$ cat src/hdl/i2p_pkg.sv
// i2p_pkg: shared types, character constants and helper functions for the
// infix to prefix converter. No dependencies.
`timescale 1ns / 1ps

package i2p_pkg;

	// character codes
	localparam logic [7:0] CHR_LPAREN = 8'h28;
	localparam logic [7:0] CHR_RPAREN = 8'h29;
	localparam logic [7:0] CHR_SPACE  = 8'h20;
	localparam logic [7:0] CHR_CARET  = 8'h5E;
	localparam logic [7:0] CHR_STAR   = 8'h2A;
	localparam logic [7:0] CHR_SLASH  = 8'h2F;
	localparam logic [7:0] CHR_PLUS   = 8'h2B;
	localparam logic [7:0] CHR_MINUS  = 8'h2D;
	localparam logic [7:0] CHR_NUL    = 8'h00;

	// operand ranges
	localparam logic [7:0] CHR_DIGIT_LO = 8'h30;
	localparam logic [7:0] CHR_DIGIT_HI = 8'h39;
	localparam logic [7:0] CHR_UPPER_LO = 8'h41;
	localparam logic [7:0] CHR_UPPER_HI = 8'h5A;
	localparam logic [7:0] CHR_LOWER_LO = 8'h61;
	localparam logic [7:0] CHR_LOWER_HI = 8'h7A;

	// class of a scanned character
	typedef enum logic [2:0] {
		CLS_SPACE,
		CLS_RPAREN,
		CLS_LPAREN,
		CLS_OPERAND,
		CLS_OPERATOR
	} cls_t;

	// commands from controller to datapath
	typedef struct packed {
		logic load;       // input transaction accepted
		logic scan_rd;    // read input store at count-1, decrement count
		logic push;       // push current character
		logic emit_cur;   // append current character to output store
		logic top_rd;     // read stack top
		logic pop_emit;   // pop stack top into output store
		logic drop_top;   // pop stack top and discard it
		logic out_rd;     // read output store at count-1, decrement count
		logic out_load;   // load result register from output store
		logic out_empty;  // load result register with the empty result
		logic clear;      // clear parenthesis and overflow flags
	} cmd_t;

	// status from datapath to controller
	typedef struct packed {
		logic cnt_zero;
		logic sp_zero;
		logic oc_zero;
		cls_t cur_cls;
		logic top_rparen;
		logic pop_ok;
		logic out_free;
	} status_t;

	// operator precedence
	function automatic logic [1:0] prec_of(input logic [7:0] c);
		logic [1:0] p;
		case (c)
			CHR_PLUS, CHR_MINUS: p = 2'd1;
			CHR_STAR, CHR_SLASH: p = 2'd2;
			CHR_CARET:           p = 2'd3;
			default:             p = 2'd0;
		endcase
		return p;
	endfunction

	// character classification
	function automatic cls_t classify(input logic [7:0] c);
		cls_t k;
		if (c == CHR_SPACE)
			k = CLS_SPACE;
		else if (c == CHR_RPAREN)
			k = CLS_RPAREN;
		else if (c == CHR_LPAREN)
			k = CLS_LPAREN;
		else if ((c >= CHR_DIGIT_LO && c <= CHR_DIGIT_HI) ||
				(c >= CHR_UPPER_LO && c <= CHR_UPPER_HI) ||
				(c >= CHR_LOWER_LO && c <= CHR_LOWER_HI))
			k = CLS_OPERAND;
		else
			k = CLS_OPERATOR;
		return k;
	endfunction

endpackage

$ cat src/hdl/i2p_ram.sv
// i2p_ram: generic single-write, single-read RAM with registered read data.
// No dependencies.
`timescale 1ns / 1ps

module i2p_ram #(
	parameter int WIDTH = 8,
	parameter int DEPTH = 64
) (
	input  logic                     clk,
	input  logic                     we,
	input  logic [$clog2(DEPTH)-1:0] waddr,
	input  logic [WIDTH-1:0]         wdata,
	input  logic                     re,
	input  logic [$clog2(DEPTH)-1:0] raddr,
	output logic [WIDTH-1:0]         rdata
);

	logic [WIDTH-1:0] mem_q [DEPTH];
	logic [WIDTH-1:0] rdata_q;

	// write port
	always_ff @(posedge clk) begin
		if (we)
			mem_q[waddr] <= wdata;
	end

	// registered read port, holds when not enabled
	always_ff @(posedge clk) begin
		if (re)
			rdata_q <= mem_q[raddr];
	end

	assign rdata = rdata_q;

endmodule

$ cat src/hdl/i2p_datapath.sv
// i2p_datapath: input store, operator stack, output store, counters, flags
// and the result register. Depends on i2p_pkg and i2p_ram.
`timescale 1ns / 1ps

module i2p_datapath import i2p_pkg::*; #(
	parameter int MAX_CHARS = 64
) (
	input  logic       clk,
	input  logic       arst_n,
	input  cmd_t       cmd,
	output status_t    st,
	input  logic [7:0] sym,
	input  logic       out_ready,
	output logic       out_tvalid,
	output logic [7:0] out_symbol,
	output logic       out_valid,
	output logic       out_last,
	output logic       balanced,
	output logic       truncated
);

	localparam int AW = $clog2(MAX_CHARS);
	localparam int CW = $clog2(MAX_CHARS + 1);

	logic [CW-1:0] cnt_q, sp_q, oc_q, nest_q;
	logic          unbal_q, ovf_q;
	logic [CW-1:0] cnt_dec, sp_dec, oc_dec;
	logic          room;
	logic [7:0]    cur_c, top_c, out_rdata, out_wdata;
	logic [1:0]    cur_p, top_p;

	// result register
	logic       res_vld_q;
	logic [7:0] res_sym_q;
	logic       res_flag_q, res_last_q, res_bal_q, res_trn_q;

	assign cnt_dec = cnt_q - 1'b1;
	assign sp_dec  = sp_q - 1'b1;
	assign oc_dec  = oc_q - 1'b1;
	assign room    = (cnt_q < CW'(MAX_CHARS));

	// stores
	i2p_ram #(.WIDTH(8), .DEPTH(MAX_CHARS)) u_in_ram (
		.clk   (clk),
		.we    (cmd.load && room),
		.waddr (cnt_q[AW-1:0]),
		.wdata (sym),
		.re    (cmd.scan_rd),
		.raddr (cnt_dec[AW-1:0]),
		.rdata (cur_c)
	);

	i2p_ram #(.WIDTH(8), .DEPTH(MAX_CHARS)) u_stk_ram (
		.clk   (clk),
		.we    (cmd.push),
		.waddr (sp_q[AW-1:0]),
		.wdata (cur_c),
		.re    (cmd.top_rd),
		.raddr (sp_dec[AW-1:0]),
		.rdata (top_c)
	);

	assign out_wdata = cmd.emit_cur ? cur_c : top_c;

	i2p_ram #(.WIDTH(8), .DEPTH(MAX_CHARS)) u_out_ram (
		.clk   (clk),
		.we    (cmd.emit_cur || cmd.pop_emit),
		.waddr (oc_q[AW-1:0]),
		.wdata (out_wdata),
		.re    (cmd.out_rd),
		.raddr (oc_dec[AW-1:0]),
		.rdata (out_rdata)
	);

	// precedence compare for an arriving operator against the stack top
	assign cur_p = prec_of(cur_c);
	assign top_p = prec_of(top_c);

	always_comb begin
		st.cnt_zero   = (cnt_q == '0);
		st.sp_zero    = (sp_q == '0);
		st.oc_zero    = (oc_q == '0);
		st.cur_cls    = classify(cur_c);
		st.top_rparen = (top_c == CHR_RPAREN);
		st.pop_ok     = (top_p > cur_p) || ((cur_c == CHR_CARET) && (top_p == cur_p));
		st.out_free   = !res_vld_q || out_ready;
	end

	// counters and parenthesis tracking
	always_ff @(posedge clk or negedge arst_n) begin
		if (!arst_n) begin
			cnt_q   <= '0;
			sp_q    <= '0;
			oc_q    <= '0;
			nest_q  <= '0;
			unbal_q <= 1'b0;
			ovf_q   <= 1'b0;
		end else begin
			// input count
			if (cmd.load && room)
				cnt_q <= cnt_q + 1'b1;
			else if (cmd.scan_rd)
				cnt_q <= cnt_dec;

			// stack pointer
			if (cmd.push)
				sp_q <= sp_q + 1'b1;
			else if (cmd.pop_emit || cmd.drop_top)
				sp_q <= sp_dec;

			// output count
			if (cmd.emit_cur || cmd.pop_emit)
				oc_q <= oc_q + 1'b1;
			else if (cmd.out_rd)
				oc_q <= oc_dec;

			// flags
			if (cmd.clear) begin
				nest_q  <= '0;
				unbal_q <= 1'b0;
				ovf_q   <= 1'b0;
			end else if (cmd.load) begin
				if (!room) begin
					ovf_q <= 1'b1;
				end else if (sym == CHR_LPAREN) begin
					nest_q <= nest_q + 1'b1;
				end else if (sym == CHR_RPAREN) begin
					if (nest_q == '0)
						unbal_q <= 1'b1;
					else
						nest_q <= nest_q - 1'b1;
				end
			end
		end
	end

	// result register valid
	always_ff @(posedge clk or negedge arst_n) begin
		if (!arst_n) begin
			res_vld_q <= 1'b0;
		end else if (cmd.out_load || cmd.out_empty) begin
			res_vld_q <= 1'b1;
		end else if (out_ready) begin
			res_vld_q <= 1'b0;
		end
	end

	// result register payload
	always_ff @(posedge clk) begin
		if (cmd.out_load || cmd.out_empty) begin
			res_sym_q  <= cmd.out_load ? out_rdata : CHR_NUL;
			res_flag_q <= cmd.out_load;
			res_last_q <= cmd.out_empty || (oc_q == '0);
			res_bal_q  <= !unbal_q && (nest_q == '0);
			res_trn_q  <= ovf_q;
		end
	end

	assign out_tvalid = res_vld_q;
	assign out_symbol = res_sym_q;
	assign out_valid  = res_flag_q;
	assign out_last   = res_last_q;
	assign balanced   = res_bal_q;
	assign truncated  = res_trn_q;

endmodule

$ cat src/hdl/i2p_ctrl.sv
// i2p_ctrl: controller state machine that sequences loading, the right to
// left scan with the operator stack, and the result emission. Depends on i2p_pkg.
`timescale 1ns / 1ps

module i2p_ctrl import i2p_pkg::*; (
	input  logic    clk,
	input  logic    arst_n,
	input  logic    in_valid,
	input  logic    in_last,
	output logic    in_ready,
	input  status_t st,
	output cmd_t    cmd
);

	typedef enum logic [2:0] {
		S_LOAD,
		S_SCAN_RD,
		S_SCAN_EX,
		S_TOP_RD,
		S_TOP_EX,
		S_OUT_EMPTY,
		S_OUT_RD,
		S_OUT_LD
	} state_t;

	typedef enum logic [1:0] {
		M_OPER,
		M_PAREN,
		M_DRAIN
	} mode_t;

	state_t state_q, state_d;
	mode_t  mode_q, mode_d;
	logic   accept;

	assign in_ready = (state_q == S_LOAD);
	assign accept   = in_valid && in_ready;

	// next state and commands
	always_comb begin
		state_d = state_q;
		mode_d  = mode_q;
		cmd     = '0;
		case (state_q)
			S_LOAD: begin
				cmd.load = accept;
				if (accept && in_last)
					state_d = S_SCAN_RD;
			end
			S_SCAN_RD: begin
				if (st.cnt_zero) begin
					mode_d  = M_DRAIN;
					state_d = S_TOP_RD;
				end else begin
					cmd.scan_rd = 1'b1;
					state_d     = S_SCAN_EX;
				end
			end
			S_SCAN_EX: begin
				case (st.cur_cls)
					CLS_SPACE: begin
						state_d = S_SCAN_RD;
					end
					CLS_RPAREN: begin
						cmd.push = 1'b1;
						state_d  = S_SCAN_RD;
					end
					CLS_OPERAND: begin
						cmd.emit_cur = 1'b1;
						state_d      = S_SCAN_RD;
					end
					CLS_LPAREN: begin
						mode_d  = M_PAREN;
						state_d = S_TOP_RD;
					end
					default: begin
						mode_d  = M_OPER;
						state_d = S_TOP_RD;
					end
				endcase
			end
			S_TOP_RD: begin
				if (st.sp_zero) begin
					case (mode_q)
						M_OPER: begin
							cmd.push = 1'b1;
							state_d  = S_SCAN_RD;
						end
						M_PAREN: begin
							state_d = S_SCAN_RD;
						end
						default: begin
							state_d = st.oc_zero ? S_OUT_EMPTY : S_OUT_RD;
						end
					endcase
				end else begin
					cmd.top_rd = 1'b1;
					state_d    = S_TOP_EX;
				end
			end
			S_TOP_EX: begin
				case (mode_q)
					M_PAREN: begin
						if (st.top_rparen) begin
							cmd.drop_top = 1'b1;
							state_d      = S_SCAN_RD;
						end else begin
							cmd.pop_emit = 1'b1;
							state_d      = S_TOP_RD;
						end
					end
					M_OPER: begin
						if (st.pop_ok) begin
							cmd.pop_emit = 1'b1;
							state_d      = S_TOP_RD;
						end else begin
							cmd.push = 1'b1;
							state_d  = S_SCAN_RD;
						end
					end
					default: begin
						cmd.pop_emit = 1'b1;
						state_d      = S_TOP_RD;
					end
				endcase
			end
			S_OUT_EMPTY: begin
				if (st.out_free) begin
					cmd.out_empty = 1'b1;
					cmd.clear     = 1'b1;
					state_d       = S_LOAD;
				end
			end
			S_OUT_RD: begin
				if (st.out_free) begin
					cmd.out_rd = 1'b1;
					state_d    = S_OUT_LD;
				end
			end
			S_OUT_LD: begin
				cmd.out_load = 1'b1;
				if (st.oc_zero) begin
					cmd.clear = 1'b1;
					state_d   = S_LOAD;
				end else begin
					state_d = S_OUT_RD;
				end
			end
			default: begin
				state_d = S_LOAD;
			end
		endcase
	end

	// state register
	always_ff @(posedge clk or negedge arst_n) begin
		if (!arst_n) begin
			state_q <= S_LOAD;
			mode_q  <= M_OPER;
		end else begin
			state_q <= state_d;
			mode_q  <= mode_d;
		end
	end

endmodule

$ cat src/hdl/infix_to_prefix_converter_top.sv
// Infix to prefix converter, top level. Depends on i2p_pkg, i2p_ctrl, i2p_datapath.
// Characters are written to the input store as they are accepted; the scan then reads each stored
//   character back (registered store reads), pops the stack through S_TOP_RD and S_TOP_EX, and
//   each result passes S_OUT_RD and S_OUT_LD into the result register, an empty one S_OUT_EMPTY.
// Results wait while the sink is not ready; input resumes only after the last result is loaded.
// Reset: arst_n clears the controller, counters, flags and result valid; stores are not cleared.
`timescale 1ns / 1ps

module infix_to_prefix_converter_top import i2p_pkg::*; #(
	parameter int MAX_CHARS = 64
) (
	input  logic       clk,
	input  logic       arst_n,
	// input stream
	input  logic       s_tvalid,
	output logic       s_tready,
	input  logic [7:0] s_tdata,   // [7:0] symbol
	input  logic       s_tlast,   // last_symbol
	// result stream
	output logic       m_tvalid,
	input  logic       m_tready,
	output logic [7:0] m_tdata,   // [7:0] out_symbol
	output logic       m_tlast,   // out_last
	output logic [2:0] m_tuser    // [0] out_valid, [1] balanced, [2] truncated
);

	cmd_t    cmd;
	status_t st;
	logic    flag_valid, flag_bal, flag_trn;

	// controller
	i2p_ctrl u_ctrl (
		.clk      (clk),
		.arst_n   (arst_n),
		.in_valid (s_tvalid),
		.in_last  (s_tlast),
		.in_ready (s_tready),
		.st       (st),
		.cmd      (cmd)
	);

	// datapath
	i2p_datapath #(.MAX_CHARS(MAX_CHARS)) u_dp (
		.clk        (clk),
		.arst_n     (arst_n),
		.cmd        (cmd),
		.st         (st),
		.sym        (s_tdata),
		.out_ready  (m_tready),
		.out_tvalid (m_tvalid),
		.out_symbol (m_tdata),
		.out_valid  (flag_valid),
		.out_last   (m_tlast),
		.balanced   (flag_bal),
		.truncated  (flag_trn)
	);

	assign m_tuser = {flag_trn, flag_bal, flag_valid};

endmodule
$ cat config.mk
export PLATFORM = sky130hd
export DESIGN_NAME = infix_to_prefix_converter_top
export DESIGN_NICKNAME = d
export VERILOG_FILES = /design/src/hdl/i2p_pkg.sv /design/src/hdl/i2p_ram.sv /design/src/hdl/i2p_datapath.sv /design/src/hdl/i2p_ctrl.sv /design/src/hdl/infix_to_prefix_converter_top.sv
export SDC_FILE = /design/constraint.sdc
export NUM_CORES = 2
export LEC_CHECK = 0
export BUFFER_PORTS_ARGS = -buffer_cell sky130_fd_sc_hd__buf_2
export CAP_MARGIN = 30
export CORE_MARGIN = 4
export CORE_UTILIZATION = 35
export CTS_CLUSTER_SIZE = 12
export DETAILED_ROUTE_END_ITERATION = 10
export GPL_TIMING_DRIVEN = 0
export PLACE_DENSITY = 0.51
export SYNTH_ARGS = -nofsm -noshare
export SYNTH_HDL_FRONTEND = slang
export SYNTH_SLANG_ARGS = --single-unit
$ cat constraint.sdc
create_clock -name clk -period 5 [get_ports clk]
set_clock_uncertainty 0.05 [all_clocks]
set_input_delay 0.5 -clock clk [delete_from_list [all_inputs] [get_ports clk]]
set_output_delay 0.5 -clock clk [all_outputs]
set_load 0.05 [all_outputs]
==> Word level (Yosys, flattened, before mapping) <==
Memory sizes are Yosys's and may differ from the RTL's. A register that Yosys moved wholly into a read port is not among the register bits.
Index checks and enable logic that the tools add are counted.
{ "classes": {"addsub": 8, "n_lt_le_gt_ge": 8, "n_eq_ne": 36, "muxes": 78, "reduce_logical": 46} }
{ "ops": {"columns": ["op", "n"], "rows": [
  ["$eq 8x6->1 const B", 14],
  ["$mux 7", 12],
  ["$mux 1", 39],
  ["$mux 3", 10],
  ["$add 7x1->7 const B", 4],
  ["$logic_not 7->1", 4],
  ["$sub 7x1->7 const B", 4],
  ["$pmux 3 s8", 1],
  ["$reduce_bool 2->1", 9],
  ["$eq 8x7->1 const B", 2],
  ["$ge 8x7->1 const B", 2],
  ["$le 8x7->1 const B", 2],
  ["$mux 2", 7],
  ["$ne 2x2->1 const B", 7],
  ["$eq 3x2->1 const B", 4],
  ["$eq 3x3->1 const B", 4],
  ["$pmux 2 s2", 3],
  ["$pmux 2 s3", 2],
  ["$reduce_or 2->1", 5],
  ["$ge 8x6->1 const B", 1],
  ["$le 8x6->1 const B", 1],
  ["$logic_and 1x1->1", 8],
  ["$logic_or 1x1->1", 8],
  ["$mux 8", 1],
  ["other kinds (17)", 22]
]} }
{ "word_totals": {"regBits": 48, "mem_bits_rw": 1536, "in_bits": 13, "wordCells": 193, "n_memories": 3} }
{ "mem_list": {"columns": ["memory", "depth", "width", "read_ports", "rd_ports_with_merged_regs", "write_ports", "line", "rtl"], "rows": [
  ["u_dp.u_in_ram.mem_q", 64, 8, 1, 1, 1, "i2p_ram.sv:18", "logic [WIDTH-1:0] mem_q [DEPTH];"],
  ["u_dp.u_out_ram.mem_q", 64, 8, 1, 1, 1, "i2p_ram.sv:18", null],
  ["u_dp.u_stk_ram.mem_q", 64, 8, 1, 1, 1, "i2p_ram.sv:18", null]
]} }

==> Longest topological paths before layout <==
{ "depth": {"word_depth": 14, "ltp_mapped": 14, "depth_no_buf": 12} }

==> By module <==
Synthesis repeated with hierarchy kept, for this count alone.
{ "hier_totals": {"hier_cells": 3203, "hier_area_um2": 64199.1} }
{ "modules_own_cells": {"columns": ["mod", "instances", "cells_per_inst", "area_per_inst_um2", "seq_area_each_um2"], "rows": [
  ["i2p_ram", 3, 940, 20246.9, 15615.0],
  ["i2p_datapath", 1, 316, 2949.1, 1136.1],
  ["i2p_ctrl", 1, 64, 486.7, 125.1],
  ["infix_to_prefix_converter_top", 1, 3, 22.5, 0.0]
]} }

==> Least setup slack after synthesis <==
Ideal clock, no wire load.
{ "synth_path": {"path_type": "register to register", "from": "register u_dp.u_in_ram.rdata_q[0], in the netlist u_dp.u_in_ram.rdata[0] (read register of u_dp.u_in_ram.mem_q)", "to": "memory u_dp.u_out_ram.mem_q[0][3], data pin", "setup_time_ns": 0.702, "t_arrival_ns": 4.667, "t_required_ns": 4.248, "slack_ns": -0.419, "stages_incl_launch_ff": 7, "path_buffers": 2, "synth_period_minus_slack_ns": 5.419, "cell_sequence": "edfxtp_1 -> clkbuf_1 -> xnor2_1 -> a31oi_1 -> o211ai_1 -> clkbuf_1 -> o21ai_0"} }
{ "synth_via": {"elab_chain_len": 12, "word_cells_on_any_way": 22, "cone_classes": "6 x order compare; 4 x eq/ne; 7 x mux; 5 x reduce/logical"} }
{ "synth_lines": {"columns": ["element", "line", "rtl"], "rows": [
  ["start, declared", "i2p_ram.sv:19", "logic [WIDTH-1:0] rdata_q;"],
  ["$ge 8x6->1 (tied with other cells)", "i2p_pkg.sv:82", "else if ((c >= CHR_DIGIT_LO && c <= CHR_DIGIT_HI) ||"],
  ["$logic_and 1x1->1, on equally long branches", "i2p_pkg.sv:82, i2p_pkg.sv:83", null],
  ["$logic_or 1x1->1", "i2p_pkg.sv:82", null],
  ["$logic_or 1x1->1", "i2p_pkg.sv:83", "(c >= CHR_UPPER_LO && c <= CHR_UPPER_HI) ||"],
  ["$mux 3", "i2p_pkg.sv:82", null],
  ["$mux 3", "i2p_pkg.sv:80", "else if (c == CHR_LPAREN)"],
  ["$mux 3", "i2p_pkg.sv:78", "else if (c == CHR_RPAREN)"],
  ["$mux 3 *", "i2p_pkg.sv:76", "if (c == CHR_SPACE)"],
  ["$eq 3x2->1 *", "i2p_ctrl.sv:60", "case (st.cur_cls)"],
  ["$mux 1 *", "i2p_ctrl.sv:60", null],
  ["$mux 1 *", "i2p_ctrl.sv:44", "case (state_q)"],
  ["$mux 8 *", "i2p_datapath.sv:63", "assign out_wdata = cmd.emit_cur ? cur_c : top_c;"],
  ["named net u_dp.out_wdata[3]", "i2p_datapath.sv:29", "logic [7:0] cur_c, top_c, out_rdata, out_wdata;"],
  ["end, declared", "i2p_ram.sv:18", null]
]} }
The timed path passes the listed nets; every way through them passes the cells marked *.

==> Worst setup path in the final report <==
{ "layout_path": {"from": "register u_dp.cnt_q[0]", "to": "register u_dp.u_in_ram.rdata_q[2], in the netlist u_dp.u_in_ram.rdata[2] (read register of u_dp.u_in_ram.mem_q), data pin"} }
{ "layout_via": {"elab_chain_len": 3, "word_cells_on_any_way": 4, "cone_classes": "1 x add/sub; 2 x mux; 1 x reduce/logical"} }
{ "layout_lines": {"columns": ["element", "line", "rtl"], "rows": [
  ["start, declared", "i2p_datapath.sv:25", "logic [CW-1:0] cnt_q, sp_q, oc_q, nest_q;"],
  ["start signal, assigned", "i2p_datapath.sv:101", "cnt_q <= cnt_q + 1'b1;"],
  ["start signal, assigned", "i2p_datapath.sv:103", "cnt_q <= cnt_dec;"],
  ["branches (longest 3 deep; another with $sub 7x1->7)", null, null]
]} }
Several ways; the timed one is not identified.
A chain may end at the register's enable or synchronous reset.

==> summary.txt <==
STA
  • Period utilization: 0.976
  • Tmin final: around 4900 ps
  • Max Slew Vio Count: 0
  • Final setup fails: 0
  • Max Clk Rate: just over 200 MHz
  • Slew margin rel.: 0.282
  • Total count of hold-check failures in the final report: 0
  • Least-Margin Pin Slew: 1080 ps
  • WHS: around 100 ps
  • Final worst-path setup slack: ~120 ps

Global routing
  • Global-route wire length before repair: 227 mm
  • Vias in the first global route: roughly 31k
  • Grt ovf: 0
  • Initial antenna violation count: 6
  • Largest net degree at the start of global routing: 45
  • Tot GR Track Use: 0.167

Floorplan
  • Die Ht: about 430 um
  • Die area: roughly 190000 um2
  • I/O pins: 27
  • Core area: about 180000 um2
  • Core Rows: 155
  • Initial core utilization: 0.354
  • Die width: about 430 um

Finish
  • Final nets: about 3.3k
  • Area Growth Syn to Fin: 17.3%
  • Multi-input gate area: between 15000 and 20000 um2
  • Share of cells above drive strength 1: 0.300
  • Non-Filler Instances: about 5.8k
  • Register area: about 48000 um2
  • Final core occ: 0.415
  • Fillers: 15.6k

Logic synthesis
  • Number of distinct library cells after synthesis: between 60 and 70
  • Most common cell in the netlist: edfxtp_1
  • Post-synth ARST share: 0.0224
  • Flops & latches, synth: approximately 1.6k
  • Synth top area share: 0.744
  • Area contributors post-synth: edfxtp_1, mux4_2, dfrtp_1
  • Cell taking the most area after synthesis: edfxtp_1
  • Yosys warning count: 0
  • Post-synth EDFFs: around 1.6k
  • Sequential fraction of the synthesis area: 0.758
  • Ys flop type: edfxtp_1
  • Syn nets: 3005
  • Synthesized cell area: 63400 um2
  • Synth top cells by count: edfxtp_1, mux4_2, nor2_1
  • Synthesized instance count: about 3.0k
  • Avg Cell Area, Syn: approximately 21 um2

CTS
  • Clk sink count: between 1.5k and 2k
  • Skew-Pair Late Insertion Delay: slightly above 800 ps
  • Worst-path clk slew: 60 ps
  • CTS tree: yes
  • Root Buffer: clkbuf_16
  • Num CTS Buffers: 176
  • Bufs on Longest Clock Path: 3
  • H-tree depth: 4

Placed design
  • GP Congestion: ~0.81
  • IO buf count: 26
  • DP Wirelength: 103 mm
  • Placed Cells: approximately 5.4k
  • Pre-CTS WS: -1250 ps

Status
  • Status: finished, final reports clean

Power and ir drop
  • VDD IR max: between 0.0003 and 0.0004 V
  • Pwr dens: about 650 nW/um2
  • Leak: about 23 nW

Route
  • Vias per cell: approximately 5.3
  • Drt first pass iters: 5
  • DRC Markers: 0
  • Initial DRC count: between 2k and 3k
  • Final ANT Viol Nets: 0
  • Total Wirelength: roughly 160 mm
  • Avg WL per Cell: 27.0 um
  • Via count: between 30k and 40k

Setup path
  • CP Class: reg2reg
  • Arrival @ worst endpoint: between 5000 and 6000 ps
  • Worst setup EP type: flop
  • Worst-path maximum fanout: 10
  • Setup crit start kind: flop
  • CP Data Required Time: approximately 5500 ps
  • Reg2reg setup slack: between 100 and 150 ps

Hold path
  • Worst hold path class: in2async

Flow run
  • Max Cap Viol: 0
per-layer routing:
layer | wire length (um) | global-route usage | up-vias
li1 | - | - | 13000
met1 | 68300 | 0.239 | 16400
met2 | 75800 | 0.267 | 843
met3 | 8040 | 0.0278 | 220
met4 | 4070 | 0.0491 | 0
met5 | 0 | 0 | -
per-stage QoR:
step                area, um2  power [mW]  setup TNS [ps]
finish                  74400        48.4               0
global route            74400        50.4           -1.20
CTS                     73900        48.9               0
detailed placement      67700        36.1         -834820
global placement        66500        35.1        -2329860
floorplan               63400        28.1               0
where the power goes:
group          total [mW]  switching (mW)  internal (mW)  leakage [nW]
clock network        12.6            5.35           7.21          2.71
logic                18.9            11.1           7.79          5.71
registers            16.9           0.244           16.7          14.6
total                48.4            16.7           31.7          23.0
critical path: stages (launching register included):
cell and delay (ps):
dfrtp_2 510, buf_4 310, clkdlybuf4s15_2 500, inv_1 170
ha_1 410, clkbuf_1 300, clkbuf_4 370, clkbuf_2 410
mux4_2 400, mux4_2 600, mux4_2 550
kinds of logic (layout without fill, tap and decap cells):
family | Yosys count | after routing | synth area share
simple gates | 511 | 511 | 0.0369
flops | 1608 | 1608 | 0.758
other cells | 0 | 3 | 0
buf+inv | 191 | 637 | 0.0122
fa+ha+maj | 16 | 16 | 0.00327
xor+xnor | 38 | 38 | 0.00525
mux | 485 | 485 | 0.170
compound gates | 127 | 127 | 0.0137
flip-flops by register name, indices dropped and copies added, names as in the netlist:
| name | count |
|---|---|
| u_dp.u_in_ram.rdata | 8 |
| u_ctrl.mode_q | 2 |
| u_dp.ovf_q | 1 |
| u_dp.oc_q | 7 |
| u_dp.truncated | 1 |
| u_dp.out_tvalid | 1 |
| u_dp.u_in_ram.mem_q | 512 |
| u_dp.out_valid | 1 |
| u_dp.u_stk_ram.rdata | 8 |
| u_dp.cnt_q | 7 |
| u_dp.out_last | 1 |
| u_dp.balanced | 1 |
| u_dp.u_stk_ram.mem_q | 512 |
| u_dp.unbal_q | 1 |
| u_dp.sp_q | 7 |
| u_dp.u_out_ram.mem_q | 512 |
| u_dp.u_out_ram.rdata | 8 |
| u_dp.nest_q | 7 |
| u_dp.out_symbol | 8 |
| u_ctrl.state_q | 3 |
cell type report:
class                      instances  share of cell area
sequential                      1608               0.647
multi-input combinational       1177               0.203
clock buffer                     231              0.0641
tap                             2355              0.0396
timing repair buffer             129              0.0244
clock inverter                    90              0.0109
buffer                           167              0.0100
inverter                          20             0.00101
antenna                            3            0.000101
final timing paths:
| kind | cells past startpoint | start | to |
|---|---|---|---|
| worst max register to register | 10 | u_dp.cnt_q[0] | u_dp.u_in_ram.rdata[2] |
| worst min register to register | 1 | u_dp.oc_q[6] | u_dp.oc_q[6] |
| worst max-delay path | 10 | u_dp.cnt_q[0] | u_dp.u_in_ram.rdata[2] |
| max in group asynchronous | 3 | arst_n | u_dp.ovf_q |
| worst min-delay path | 2 | arst_n | u_dp.oc_q[2] |
| min in group clk | 3 | s_tvalid | u_dp.ovf_q |
repair_timing:
| item | CTS | global route |
|---|---|---|
| hold buffers | 2 | 0 |
| cloned | 0 | 0 |
| resized for setup | 158 | 50 |
| hold endpoints to repair | 37 | 0 |
| setup buffers | 18 | 18 |
| setup endpoints to repair | 1050 | 831 |
| pin swaps | 5 | 13 |
layout by cell type, fill, tap and decap left out, drive strengths merged, types with 13 or more instances in the layout:
cell type  Yosys  final
edfxtp      1572   1572
mux4         474    474
clkbuf       107    336
nor2         246    246
buf           64    188
nand2        105    105
clkinv         0     68
nand3         51     51
dfrtp         36     36
inv           20     29
xnor2         27     27
a21oi         27     27
o22ai         18     18
o21ai         17     17
ha            15     15
or3           14     14
o211ai        13     13
nor3          13     13
(Power assumes the default switching activity.)
